--- src/rtl/c2a_pkg.sv ---
`timescale 1ns / 1ps
// ----------------------------------------------------------------------------
// c2a_pkg
// Shared types, base-set codes and the codon pattern table of the standard
// genetic code.
// ----------------------------------------------------------------------------
package c2a_pkg;

  localparam int LETTER_W = 8;

  typedef logic [LETTER_W-1:0] letter_t;
  // Base set: bit 0 A, bit 1 C, bit 2 G, bit 3 T/U.
  typedef logic [3:0] base_set_t;

  localparam base_set_t SET_NONE = 4'b0000;
  localparam base_set_t SET_A    = 4'b0001;
  localparam base_set_t SET_C    = 4'b0010;
  localparam base_set_t SET_G    = 4'b0100;
  localparam base_set_t SET_T    = 4'b1000;
  localparam base_set_t SET_R    = SET_A | SET_G;
  localparam base_set_t SET_Y    = SET_C | SET_T;
  localparam base_set_t SET_S    = SET_C | SET_G;
  localparam base_set_t SET_W    = SET_A | SET_T;
  localparam base_set_t SET_K    = SET_G | SET_T;
  localparam base_set_t SET_M    = SET_A | SET_C;
  localparam base_set_t SET_B    = SET_C | SET_G | SET_T;
  localparam base_set_t SET_D    = SET_A | SET_G | SET_T;
  localparam base_set_t SET_H    = SET_A | SET_C | SET_T;
  localparam base_set_t SET_V    = SET_A | SET_C | SET_G;
  localparam base_set_t SET_N    = SET_A | SET_C | SET_G | SET_T;

  // Decoded codon handed from the decoder to the matcher.
  typedef struct packed {
    logic      complete;
    base_set_t first;
    base_set_t second;
    base_set_t third;
  } codon_sets_t;

  typedef struct packed {
    base_set_t pos0;
    base_set_t pos1;
    base_set_t pos2;
    letter_t   amino;
  } rule_t;

  localparam int NUM_RULES = 25;

  // Checked in order; the first matching entry wins.
  localparam rule_t RULES [NUM_RULES] = '{
    '{SET_T, SET_T, SET_Y, "F"},
    '{SET_T, SET_T, SET_R, "L"},
    '{SET_C, SET_T, SET_N, "L"},
    '{SET_T, SET_C, SET_N, "S"},
    '{SET_A, SET_G, SET_Y, "S"},
    '{SET_T, SET_A, SET_Y, "Y"},
    '{SET_T, SET_A, SET_R, "*"},
    '{SET_T, SET_G, SET_A, "*"},
    '{SET_T, SET_G, SET_Y, "C"},
    '{SET_T, SET_G, SET_G, "W"},
    '{SET_C, SET_C, SET_N, "P"},
    '{SET_C, SET_A, SET_Y, "H"},
    '{SET_C, SET_A, SET_R, "Q"},
    '{SET_C, SET_G, SET_N, "R"},
    '{SET_A, SET_G, SET_R, "R"},
    '{SET_A, SET_T, SET_H, "I"},
    '{SET_A, SET_T, SET_G, "M"},
    '{SET_A, SET_C, SET_N, "T"},
    '{SET_A, SET_A, SET_Y, "N"},
    '{SET_A, SET_A, SET_R, "K"},
    '{SET_G, SET_T, SET_N, "V"},
    '{SET_G, SET_C, SET_N, "A"},
    '{SET_G, SET_A, SET_Y, "D"},
    '{SET_G, SET_A, SET_R, "E"},
    '{SET_G, SET_G, SET_N, "G"}
  };

  // Upper-case IUPAC letter to base set; anything else is the empty set.
  function automatic base_set_t base_set(input letter_t letter);
    base_set_t s;
    unique case (letter)
      "A":     s = SET_A;
      "C":     s = SET_C;
      "G":     s = SET_G;
      "T":     s = SET_T;
      "U":     s = SET_T;
      "R":     s = SET_R;
      "Y":     s = SET_Y;
      "S":     s = SET_S;
      "W":     s = SET_W;
      "K":     s = SET_K;
      "M":     s = SET_M;
      "B":     s = SET_B;
      "D":     s = SET_D;
      "H":     s = SET_H;
      "V":     s = SET_V;
      "N":     s = SET_N;
      default: s = SET_NONE;
    endcase
    return s;
  endfunction

  // A letter fits a position when its set is non-empty and inside the allowed set.
  function automatic logic fits(input base_set_t have, input base_set_t allowed);
    return (have != SET_NONE) && ((have & ~allowed) == SET_NONE);
  endfunction

endpackage

--- src/rtl/c2a_decode.sv ---
`timescale 1ns / 1ps
// ----------------------------------------------------------------------------
// c2a_decode
// Turns the three ASCII letters of a codon into IUPAC base sets.
// ----------------------------------------------------------------------------
module c2a_decode
  import c2a_pkg::*;
(
  input  letter_t     base_first,
  input  letter_t     base_second,
  input  letter_t     base_third,
  input  logic        codon_complete,
  output codon_sets_t sets
);

  always_comb begin
    sets.complete = codon_complete;
    sets.first    = base_set(base_first);
    sets.second   = base_set(base_second);
    sets.third    = base_set(base_third);
  end

endmodule

--- src/rtl/c2a_match.sv ---
`timescale 1ns / 1ps
// ----------------------------------------------------------------------------
// c2a_match
// Compares a decoded codon against all patterns in parallel and picks the
// first matching entry.
// ----------------------------------------------------------------------------
module c2a_match
  import c2a_pkg::*;
(
  input  codon_sets_t sets,
  output logic        found,
  output letter_t     amino_letter
);

  logic [NUM_RULES-1:0] hit;

  always_comb begin
    for (int i = 0; i < NUM_RULES; i++) begin
      hit[i] = sets.complete
               && fits(sets.first,  RULES[i].pos0)
               && fits(sets.second, RULES[i].pos1)
               && fits(sets.third,  RULES[i].pos2);
    end
  end

  // Walk from the last entry down so the lowest matching index is kept.
  always_comb begin
    found        = 1'b0;
    amino_letter = '0;
    for (int i = NUM_RULES - 1; i >= 0; i--) begin
      if (hit[i]) begin
        found        = 1'b1;
        amino_letter = RULES[i].amino;
      end
    end
  end

endmodule

--- src/rtl/codon_to_amino_translator_top.sv ---
`timescale 1ns / 1ps
// ----------------------------------------------------------------------------
// codon_to_amino_translator_top
// Streaming translator from IUPAC nucleotide codons to amino acid letters.
// ----------------------------------------------------------------------------
// Each input transfer carries one codon as three ASCII letters and gives
// exactly one output transfer with the one-letter amino acid of the standard
// genetic code ('*' for a stop codon). IUPAC ambiguity letters are accepted:
// a codon such as "CTN" translates because every base it may stand for gives
// the same amino acid, while one that stays ambiguous, carries an unknown or
// lower-case letter, or is marked incomplete through tuser gives found = 0 and
// a zero letter. The block takes one transfer per clock cycle. Each codon is
// held in the input register, then the decode and the 25-entry priority match
// settle in front of the result register, which drives the output. Both stages
// hold their item under back-pressure and still accept a new one whenever the
// stage ahead is free, so the full rate is kept whenever the output side takes
// transfers.
// ----------------------------------------------------------------------------
module codon_to_amino_translator_top
  import c2a_pkg::*;
(
  input  logic        clk,
  input  logic        rst,
  // Input stream.
  input  logic        s_axis_tvalid,
  output logic        s_axis_tready,
  input  logic [23:0] s_axis_tdata,  // [7:0] base_first, [15:8] base_second,
                                     // [23:16] base_third
  input  logic        s_axis_tuser,  // [0] codon_complete
  // Output stream.
  output logic        m_axis_tvalid,
  input  logic        m_axis_tready,
  output logic [7:0]  m_axis_tdata,  // [7:0] amino_letter
  output logic        m_axis_tuser   // [0] found
);

  // Input register stage.
  logic    in_valid;
  letter_t in_first;
  letter_t in_second;
  letter_t in_third;
  logic    in_complete;

  // Result register stage.
  logic    out_valid;
  logic    out_found;
  letter_t out_amino;

  logic    out_ready;
  logic    in_ready;

  codon_sets_t sets;
  logic        match_found;
  letter_t     match_amino;

  // A stage can load when it is empty or its item leaves in this cycle.
  assign out_ready     = !out_valid || m_axis_tready;
  assign in_ready      = !in_valid || out_ready;
  assign s_axis_tready = in_ready;

  always_ff @(posedge clk) begin
    if (rst) begin
      in_valid <= 1'b0;
    end else if (in_ready) begin
      in_valid <= s_axis_tvalid;
    end
  end

  always_ff @(posedge clk) begin
    if (in_ready && s_axis_tvalid) begin
      in_first    <= s_axis_tdata[7:0];
      in_second   <= s_axis_tdata[15:8];
      in_third    <= s_axis_tdata[23:16];
      in_complete <= s_axis_tuser;
    end
  end

  c2a_decode u_decode (
    .base_first     (in_first),
    .base_second    (in_second),
    .base_third     (in_third),
    .codon_complete (in_complete),
    .sets           (sets)
  );

  c2a_match u_match (
    .sets         (sets),
    .found        (match_found),
    .amino_letter (match_amino)
  );

  always_ff @(posedge clk) begin
    if (rst) begin
      out_valid <= 1'b0;
    end else if (out_ready) begin
      out_valid <= in_valid;
    end
  end

  always_ff @(posedge clk) begin
    if (out_ready && in_valid) begin
      out_found <= match_found;
      out_amino <= match_amino;
    end
  end

  assign m_axis_tvalid = out_valid;
  assign m_axis_tdata  = out_amino;
  assign m_axis_tuser  = out_found;

endmodule

--- config.mk ---
export PLATFORM = sky130hd
export DESIGN_NAME = codon_to_amino_translator_top
export DESIGN_NICKNAME = d
export VERILOG_FILES = /design/src/rtl/c2a_pkg.sv /design/src/rtl/c2a_decode.sv /design/src/rtl/c2a_match.sv /design/src/rtl/codon_to_amino_translator_top.sv
export SDC_FILE = /design/constraint.sdc
export NUM_CORES = 1
export LEC_CHECK = 0
export ABC_AREA = 0
export BUFFER_PORTS_ARGS = -buffer_cell sky130_fd_sc_hd__buf_4
export CORE_MARGIN = 5
export CORE_UTILIZATION = 50
export DETAILED_ROUTE_END_ITERATION = 10
export PLACE_DENSITY = 0.83
export SYNTH_ARGS = -nofsm -noshare
export SYNTH_HDL_FRONTEND = slang
export SYNTH_SLANG_ARGS = --single-unit
--- constraint.sdc ---
create_clock -name clk -period 2.3 [get_ports clk]
set_input_delay 0.115 -clock clk [delete_from_list [all_inputs] [get_ports clk]]
set_output_delay 0.115 -clock clk [all_outputs]
set_load 0.02 [all_outputs]
==> impl_results.md <==
* Outcome: finished, violations left
* Failing checks: negative setup slack
* Synth area leaders: edfxtp_1 50%, a21oi_1 2.8%, nor2b_1 2.5%
* Max Freq at about 430 MHz
* Initial antenna violation count at 0
* CTS tree: yes
* Fin. max-slew vios at 0
* Startpoint class of the critical path: flip-flop
* Drt via density at 5.872
* Hold depth at 1
* Clk sink count at 35
* Worst Path Arrival at between 2000 and 2500 ps
* Post-synth EDFFs at 33
* Number of nets in the layout at between 200 and 300
* Max Root-Sink Buffers at 2
* Syn. warnings at 0
* Req. time, crit path at around 2500 ps
* H-tree depth at 2
* Seq/Total Area, Yosys at 0.5245
* Share of cells above drive strength 1 at 0.3939
* Via Count at 1832
* Largest net degree at the start of global routing at 26
* Syn_nets at around 200
* TritonCTS Buffers at 5
* Min-Delay Path Class: input port to flip-flop
* Period minus WS final at between 2000 and 2500 ps
* Asr flop ratio synth at 0
* Max-Cap Viols at 0
* Core Region at between 3000 and 4000 um2
* First-pass DRT Iterations at 4
* Worst hold path endpoint: in_third[2]
* Worst-Margin Slew at roughly 1100 ps
* Grt total ovfl at 0
* First-pass GRT wire length at between 7000 and 8000 um
* Top-count cell post-synth: edfxtp_1
* Reg2Reg Depth at 8
* Skew final at 2.213 ps
* Commonest register cell after synthesis: edfxtp_1
* Met1 Usage GRT at 0.2323
* DIE AREA at 5285 um2
* Pwr Density at 492.7 nW/um2
* Post-synth cell types at 59
* Hold_ws at 0.8432 ps
* Cells after synthesis at around 170
* Die height at between 70 and 80 um
* R2r setup slk at -40 ps
* Top cell type's share of synthesized area at 0.5041
* Power Total at 1.413 mW
* CTS clk-pin slew, worst paths at roughly 70 ps
* Peak supply drop at about 0.52 mV
* Leak at about 1.1 nW
* Most common library cells after synthesis: 33 x edfxtp_1, 12 x nor2_1, 11 x a21oi_1
* Post-synth top area cell: edfxtp_1
* Vias in the first global route at around 1800
* Fill count at between 200 and 250
* Hold Fails Final Rpt at 0
* Avg Cell Area, Syn at between 10 and 15 um2
* Area of the multi-input gates at 923.4 um2
* Area Overhead vs Synth at 45.96%
* Gpl congestion at 0.9030
* WS Path Type: flip-flop to flip-flop
* Worst flop-to-flop path startpoint: in_third[1]
* Netlist Area Pre-Place at 1966 um2
* Diode count at 0
* Grt met3 use at 0.05647
* Root buf cell: clkbuf_8
* Crit. End Element: flip-flop
* Wirelength, routed at between 5000 and 6000 um
* Worst skew pair latency at approximately 290 ps
* Min-delay src: s_axis_tdata[18]
* Post-detailed-route wirelength per cell at ~17 um
* DR iter-0 viols at around 160
* M2 GR Usage at 0.3246
* Die X-Extent at ~73 um
* Critical path peak fanout at 8
* Fin crit share at 1.015
* RSZ-0062 raised after global routing: true
* Row cnt at 22
* Yosys reg bits at 35
* Top Ports at 40
* Slew margin rel. at 0.2846
* Reg2reg end: m_axis_tuser
* Antenna viol nets, final at 0
* Post-DP HPWL at about 3300 um
* DRC viols at 0
* GRT Max-Usage Layer: met2
* Reg area at just over 1000 um2
* Setup violators final at 2
* Port Buffers at 38
* Total GRT Usage at 0.1938
* Setup slack after layout at -35.03 ps
* Initial core utilization at 0.5251
logic make-up after synthesis:
logic type      count (synthesis)  share of synthesized area
simple gates                   71                     0.2336
other cells                     1                   0.001908
flops                          35                     0.5245
xor+xnor                        3                    0.01337
compound gates                 48                     0.1910
buf+inv                        14                    0.03564
sequential cells by signal, indices dropped and copies added (netlist names):
name / cells
in_second: 8
m_axis_tvalid: 1
in_first: 8
m_axis_tdata: 7
in_complete: 1
m_axis_tuser: 1
in_valid: 1
in_third: 8
how the worst max path moves through the flow:
stage                      start              end  slack (ps)  cells after the start
global route        in_second[3]     m_axis_tuser        -150                      7
floorplan            in_third[0]     m_axis_tuser         180                      8
finish               in_third[1]     m_axis_tuser         -40                      8
CTS                  in_third[2]  m_axis_tdata[3]           9                      7
detailed placement   in_third[0]     m_axis_tuser         -40                      7
global placement     in_third[2]  m_axis_tdata[3]          20                      7
power by group:
part | internal [mW] | switching (mW)
combinational | 0.116 | 0.0956
clock | 0.211 | 0.229
sequential | 0.737 | 0.0247
metal layers:
metal  part of all wire  wire (um)  up-vias
met5                  0          0        -
met1               0.39       2052      853
li1                   -          -      857
met2               0.51       2695      101
met4              0.030        162        0
met3              0.078        413       21
timing repair:
| action | CTS | global route |
|---|---|---|
| cloned | 0 | 1 |
| setup buffers | 4 | 11 |
| setup endpoints to repair | 2 | 7 |
| hold endpoints to repair | 20 | 3 |
| hold buffers | 19 | 3 |
| pin swaps | 0 | 12 |
| gates resized for setup | 0 | 16 |
placed cells by master (no fill, tap or decap), drive strengths merged, types with 3 or more instances in the layout:
master / instances
clkbuf: 7
a211oi: 5
inv: 8
nor4b: 4
nand2: 10
o211ai: 3
edfxtp: 33
nor2b: 8
nor3: 6
o21ai: 11
nor2: 12
a21oi: 12
nand4: 5
dlygate4sd3: 22
nand3: 7
buf: 67
worst max-delay path: stages, from the launching register on:
cell      delay (ps)
edfxtp_1         510
buf_6            180
or4_4            440
a31oi_4          240
o21ai_4          120
buf_4            190
o41ai_4          290
a211oi_2         100
nand4_1          110
final cells by class:
type                       instances  share of cell area
clock inverter                     2            0.004361
tap                               48             0.02093
clock buffer                       6             0.02529
multi-input combinational        123              0.3218
timing repair buffer              90              0.2569
inverter                           8             0.01134
sequential                        35              0.3594
stage by stage:
stage / std cells / setup TNS [ps] / setup WS (ps) / utilization / cell area (um2)
global route: 312 / -758.5 / -154.6 / 0.7664 / 2869
detailed placement: 266 / -43.86 / -43.86 / 0.6354 / 2379
global placement: 266 / 0 / 23.31 / 0.6354 / 2379
finish: 312 / -59.96 / -35.03 / 0.7664 / 2869
CTS: 297 / 0 / 8.900 / 0.7169 / 2684
floorplan: 172 / 0 / 183.7 / - / 1966
No activity file was read; power rests on OpenSTA's default activity.
